<file path="src/sv/etbd_pkg.sv">
package etbd_pkg;

    localparam int CELL_STRIDE     = 4;
    localparam int GRID_DIM        = 256;
    localparam int GRID_W          = 9;

    localparam int CORDIC_STEPS    = 16;
    localparam int CORDIC_STAGES   = 4;
    localparam int STEPS_PER_STAGE = CORDIC_STEPS / CORDIC_STAGES;
    localparam int STEP_W          = $clog2(CORDIC_STEPS);

    localparam int ROT_W           = 20;
    localparam int TRIG_W          = 18;

    typedef logic [STEP_W-1:0] t_step;

    typedef struct packed {
        logic signed [ROT_W-1:0] x;
        logic signed [ROT_W-1:0] y;
        logic signed [ROT_W-1:0] z;
        logic                    flip;
    } t_rot;

    typedef struct packed {
        logic [7:0]         col;
        logic [7:0]         row;
        logic [15:0]        score;
        logic [16:0]        w;
        logic [16:0]        h;
        logic signed [16:0] dx;
        logic signed [16:0] dt;
        logic signed [15:0] ang;
    } t_side;

    localparam logic signed [ROT_W-1:0] ATAN_Q16 [CORDIC_STEPS] = '{
        20'sd51472, 20'sd30386, 20'sd16055, 20'sd8150,
        20'sd4091,  20'sd2047,  20'sd1024,  20'sd512,
        20'sd256,   20'sd128,   20'sd64,    20'sd32,
        20'sd16,    20'sd8,     20'sd4,     20'sd2
    };

    localparam logic signed [ROT_W-1:0]  CORDIC_GAIN  = 20'sd39797;
    localparam logic signed [ROT_W-1:0]  PI_Q16       = 20'sd205887;
    localparam logic signed [ROT_W-1:0]  HALF_PI_Q16  = 20'sd102944;
    localparam logic signed [ROT_W-1:0]  NHALF_PI_Q16 = -20'sd102944;
    localparam logic signed [ROT_W-1:0]  TRIG_ONE_W   = 20'sd65536;
    localparam logic signed [ROT_W-1:0]  NTRIG_ONE_W  = -20'sd65536;
    localparam logic signed [TRIG_W-1:0] TRIG_ONE     = 18'sd65536;
    localparam logic signed [TRIG_W-1:0] NTRIG_ONE    = -18'sd65536;

    localparam logic signed [21:0] DEG_FACTOR = 22'sd938734;

    // One rotation-mode step: rotate toward zero residual angle.
    function automatic t_rot cordic_step(input t_rot v, input t_step i);
        t_rot                    r;
        logic signed [ROT_W-1:0] dx;
        logic signed [ROT_W-1:0] dy;
        dx = v.y >>> i;
        dy = v.x >>> i;
        r  = v;
        if (!v.z[ROT_W-1]) begin
            r.x = v.x - dx;
            r.y = v.y + dy;
            r.z = v.z - ATAN_Q16[i];
        end else begin
            r.x = v.x + dx;
            r.y = v.y - dy;
            r.z = v.z + ATAN_Q16[i];
        end
        return r;
    endfunction

endpackage

</file>
<file path="src/sv/etbd_cordic.sv">
module etbd_cordic (
    input  logic                                i_clk,
    input  logic [etbd_pkg::CORDIC_STAGES-1:0]  i_adv,
    input  etbd_pkg::t_rot                      i_rot,
    output etbd_pkg::t_rot                      o_rot
);

    etbd_pkg::t_rot r_stg [etbd_pkg::CORDIC_STAGES];
    etbd_pkg::t_rot n_stg [etbd_pkg::CORDIC_STAGES];
    etbd_pkg::t_rot src   [etbd_pkg::CORDIC_STAGES];

    always_comb begin
        src[0] = i_rot;
        for (int k = 1; k < etbd_pkg::CORDIC_STAGES; k++) begin
            src[k] = r_stg[k-1];
        end
    end

    always_comb begin
        for (int k = 0; k < etbd_pkg::CORDIC_STAGES; k++) begin
            n_stg[k] = src[k];
            for (int j = 0; j < etbd_pkg::STEPS_PER_STAGE; j++) begin
                n_stg[k] = etbd_pkg::cordic_step(n_stg[k],
                    etbd_pkg::t_step'(k * etbd_pkg::STEPS_PER_STAGE + j));
            end
        end
    end

    always_ff @(posedge i_clk) begin
        for (int k = 0; k < etbd_pkg::CORDIC_STAGES; k++) begin
            if (i_adv[k]) begin
                r_stg[k] <= n_stg[k];
            end
        end
    end

    assign o_rot = r_stg[etbd_pkg::CORDIC_STAGES-1];

endmodule
</file>
<file path="config.mk">
export PLATFORM = sky130hd
export DESIGN_NAME = etbd_cordic
export DESIGN_NICKNAME = d
export VERILOG_FILES = /design/src/sv/etbd_pkg.sv /design/src/sv/etbd_cordic.sv
export SDC_FILE = /design/constraint.sdc
export NUM_CORES = 2
export LEC_CHECK = 0
export BUFFER_PORTS_ARGS = -buffer_cell sky130_fd_sc_hd__buf_2
export CORE_MARGIN = 1.5
export CORE_UTILIZATION = 60
export DETAILED_ROUTE_END_ITERATION = 8
export PLACE_DENSITY = 0.8
export SETUP_SLACK_MARGIN = 0.05
export SLEW_MARGIN = 20
export SYNTH_ARGS = -nofsm -noshare
export SYNTH_HDL_FRONTEND = slang
export SYNTH_SLANG_ARGS = --single-unit
</file>
<file path="constraint.sdc">
create_clock -name i_clk -period 16.3 [get_ports i_clk]
set_clock_uncertainty 0.05 [all_clocks]
set_input_delay 1.63 -clock i_clk [delete_from_list [all_inputs] [get_ports i_clk]]
set_output_delay 1.63 -clock i_clk [all_outputs]
set_load 0.005 [all_outputs]
</file>
### Yosys cells after proc, flatten, opt, wreduce, memory -nomap -nowiden

Memory sizes are Yosys's and may differ from the RTL's.
Index checks and enable logic that the tools add are counted.

* add/sub/neg operators: 95
* mux-type cells: 24

Operators by type and width (number)
* $mux W60: 16
* $add A20 B10 Y20: 2
* $add A20 B11 Y20: 2
* $add A20 B12 Y20: 2
* $add A20 B12 Y20 const B: 2
* $add A20 B13 Y20: 2
* $add A20 B14 Y20: 2
* $add A20 B15 Y20: 2
* $add A20 B16 Y20: 2
* $add A20 B17 Y20: 2
* $add A20 B18 Y20: 2
* $add A20 B19 Y20: 2
* $add A20 B5 Y20: 2
* $add A20 B6 Y20: 2
* $add A20 B7 Y20: 2
* $add A20 B8 Y20: 2
* $add A20 B9 Y20: 2
* $sub A20 B10 Y20: 2
* $sub A20 B11 Y20: 2
* $sub A20 B12 Y20: 2
* $sub A20 B12 Y20 const B: 2
* $sub A20 B13 Y20: 2
* $sub A20 B14 Y20: 2
* $sub A20 B15 Y20: 2
* 40 further kinds: 57

* register bits after elaboration: 0
* bits in writable memories: 244
* output and inout port bits: 61
* word-level logic and storage cells: 120
* memories: 1

Memory list
* r_stg: depth 4, bits a word 61, read ports 4, clocked after memory_dff 0, wr ports 4, line etbd_cordic.sv:8 `etbd_pkg::t_rot r_stg [etbd_pkg::CORDIC_STAGES];`

### Depth between registers and ports, before layout

* word-level depth: 8
* depth in mapped cells: 71
* gate-level depth less buffers: 70

### Worst setup path before layout

No wires, ideal clock.

* kind: input to register
* start point: input port i_rot[20] in the netlist's numbering
* end point: memory r_stg[0][39] in the netlist's numbering, data pin
* library setup time: 258 ps
* arrival: 13793 ps
* required time: 15992 ps
* setup slack: 2199 ps
* cell stages on the path: 61
* path buffers: 9
* cell sequence: clkbuf_1 inv_1 buf_2 clkbuf_1 clkbuf_1 ha_1 a21o_1 a21oi_1 nor2b_1 o41ai_1 o21ai_0 a21oi_1 a21oi_1 inv_1 clkbuf_1 clkbuf_1 fa_1 nor2b_1 [25 not listed] nor2_1 xnor2_1 ha_1 nor2b_1 o21ai_0 a21boi_0 o21ai_0 a21boi_0 o21ai_0 a21boi_0 o21ai_0 a21boi_0 o211ai_1 a21oi_1 a2111oi_0 o21bai_1 a21oi_1 xnor2_1

RTL lines
* start: declaration: line etbd_cordic.sv:4 `input etbd_pkg::t_rot i_rot,`
* end: declaration: line etbd_cordic.sv:8

==> impl_metrics.toml <==
[layout]
final_util_pct = 64.2
top_register = "r_stg"
layout-drive-gt1-share_pct = 5.30
top_regs = "r_stg x244"
area_growth_pct = 5.48
postLayoutCellArea_um2 = 57000
final_nets = 7953
largest_register_ffs = 244

[die]
coreArea_um2 = 88800
ios = 127
die_width_um = 303
initial_core_util_pct = 60.9
fp.dieH_um = 303
rows = 109
die-area_um2 = 91900

[timing]
slew_headroom_pct = 30.5
timing.fmax_mhz = 67.2
worstMarginPinSlew_ns = 1.04
rsz0062_at_grt = "false"
setup_viol = 0
drv_slew = 0
min_period_ns = 14.87
post-route-period-util_pct = 91.2
whs_ns = 0.360
setup-tns-final_ns = 0
hold_violations = 0

[worst_setup_path]
cpMaxStageDelayCell = "edfxtp_1"
critPathCaptureType = "flip-flop"
ff2ff_path_depth = 55
r2r_setup_slack_ns = 1.43
critPathKind = "flip-flop to flip-flop"
critical_path.max_stage_delay_ns = 0.77
crit-reg2reg-launch = "r_stg[2][20]$_DFFE_PP_"
startpoint_type = "flip-flop"
r2r_end = "r_stg[3][59]$_DFFE_PP_"
crit_fanout = 25
cp.required_ns = 16.63
path_common_cell = "a21oi_1"
arrival_ns = 15.20

[drt]
firstDrtPassIters = 8
ant_nets = 0
dr.first_iter.drc_count = 3398
wirelength_mm = 133
vias = 48900
drc = 0
wl_per_cell_um = 16.4
routed_via_density = 6.03

[hold_path]
min_from = "r_stg[1][3]$_DFFE_PP_"
hp-class = "flip-flop to flip-flop"
min_path_cells = 0
holdPathEnd = "r_stg[2][3]$_DFFE_PP_"

[yosys]
async_flop_share_pct = 0
synth_cell_types = 115
synth_area_leaders = "ha_1 21%, edfxtp_1 14%, xnor2_1 11%, a21oi_1 6.3%, xor2_1 4.5%"
syn_avg_cell_area_um2 = 7.90
yosys.area.top_type_share_pct = 21.2
syn_nets = 7871
ys.warnings.count = 0
synth_flop_cell = "edfxtp_1"
synth_edf_count = 244
yosys.area.top_type = "ha_1"
ys_seq_area_share_pct = 13.6
ys_ff_latch = 244
mappedNetlistArea_um2 = 54000
synth_cells = 6842

[clock_tree]
clk_latency_ns = 0.63
clock_sinks = 244
post_cts_buffers = 0
cts_htree_levels = 1
root_buffer = "clkbuf_16"
cts_inserted_buffers = 30
cts_tree = "built"
clk_pin_slew_worst_paths_ns = 0.06
cts_resized = 0
cts_hold_buf = 0
clockBufferDepth = 3

[grt]
track_usage_pct = 28.2
first_global_vias = 46600
grt_antenna_before_repair = 2
grt_pass1_wl_mm = 220
grt_max_degree = 62
grt.overflow.total = 0

[place]
placed_area_um2 = 55900
post-dp-hpwl_mm = 111
io_buffers = 126
routabilityCongestion = 0.951

[flow_run]
cap_viol_max_count = 0

[status]
status = "finished clean"
## cell usage after synthesis (all sizes together) (11+ instances only)
master,instances
nor4,35
nand2b,115
and3,43
nand2,404
o21ai,438
o31a,17
a21o,229
o41ai,26
o311ai,11
or2,43
a2111oi,11
clkbuf,81
a31oi,73
fa,48
inv,518
or3,47
edfxtp,244
buf,17
a31o,26
a211o,18
and2,29
xor2,284
o22ai,14
ha,915
xnor2,698
a21boi,72
nand4,34
mux2,33
o211ai,27
a211oi,51
nand3b,14
nand3,84
nor2b,117
mux2i,46
or4,17
o21a,107
nor2,641
a21oi,687
nor3b,11
o31ai,48
o21bai,127
nor3,182
## critical path, delay by kind of cell, from the launching register on
family / cells / cell delay (ns)
flops: 1 / 0.77
xor+xnor: 5 / 1.16
compound gates: 29 / 6.22
simple gates: 11 / 3.40
fa+ha+maj: 7 / 2.25
buf+inv: 3 / 0.75
## per-layer routing
metal / track usage [%] / vias up / routed length [um]
li1: - / 24800 / -
met1: 36.5 / 22800 / 60100
met2: 50.7 / 1129 / 64500
met3: 2.11 / 184 / 5750
met4: 6.92 / 0 / 2830
met5: 0 / - / 0
## kinds of logic (layout without fill, tap and decap cells)
family | after synthesis | after routing | synth area share [%]
muxes | 79 | 79 | 1.62
adders and majority gates | 963 | 963 | 23.0
xor gates and xnor gates | 984 | 984 | 16.4
buffers and inverters | 623 | 729 | 4.35
AOI/OAI and AO/OA | 2095 | 2095 | 24.6
DFF | 244 | 244 | 13.6
and+or+nand+nor | 1854 | 1854 | 16.5
other | 0 | 2 | 0
## area by class of cell
| cell class | instances | area, um2 |
|---|---|---|
| Inverter | 525 | 1970 |
| Antenna cell | 2 | 5.00 |
| Tap cell | 1165 | 1460 |
| Sequential cell | 244 | 7330 |
| Clock inverter | 24 | 305 |
| Clock buffer | 32 | 758 |
| Timing Repair Buffer | 148 | 796 |
| Multi-Input combinational cell | 5975 | 44400 |
| Fill cell | 7671 | 31800 |
## how the worst max path moves through the flow
stage	from	endpoint	slack (ns)	cells after the start
after floorplan	i_rot[20]	r_stg[0][39]$_DFFE_PP_	2.20	61
after global placement	r_stg[2][56]$_DFFE_PP_	r_stg[3][60]$_DFFE_PP_	2.16	57
after detailed placement	r_stg[2][56]$_DFFE_PP_	r_stg[3][60]$_DFFE_PP_	1.68	57
after CTS	r_stg[2][20]$_DFFE_PP_	r_stg[3][59]$_DFFE_PP_	1.56	55
after global routing	r_stg[2][20]$_DFFE_PP_	r_stg[3][59]$_DFFE_PP_	0.31	55
final	r_stg[2][20]$_DFFE_PP_	r_stg[3][59]$_DFFE_PP_	1.43	55
## through the flow
stage                     setup WS (ns)  std cells
after floorplan                    2.20       6842
after global placement             2.16       8057
after detailed placement           1.68       8057
after CTS                          1.56       8113
after global routing              0.313       8115
final                              1.43       8115
## layout by cell type, fill, tap and decap left out, types with 48 or more instances in the layout
cell type	count
nand3_1	84
o21a_1	107
a21o_1	229
o21bai_1	127
a211oi_1	51
inv_1	515
xnor2_1	680
nor2b_1	117
ha_1	915
edfxtp_1	244
buf_2	126
nand2_1	403
fa_1	48
xor2_1	280
a21oi_1	683
nand2b_1	115
nor2_1	641
a21boi_0	68
nor3_1	181
a31oi_1	72
o21ai_0	412
Power is left out: the tool's default activity adds up to more than one toggle a clock period on the data nets, which glitch-free logic cannot reach.
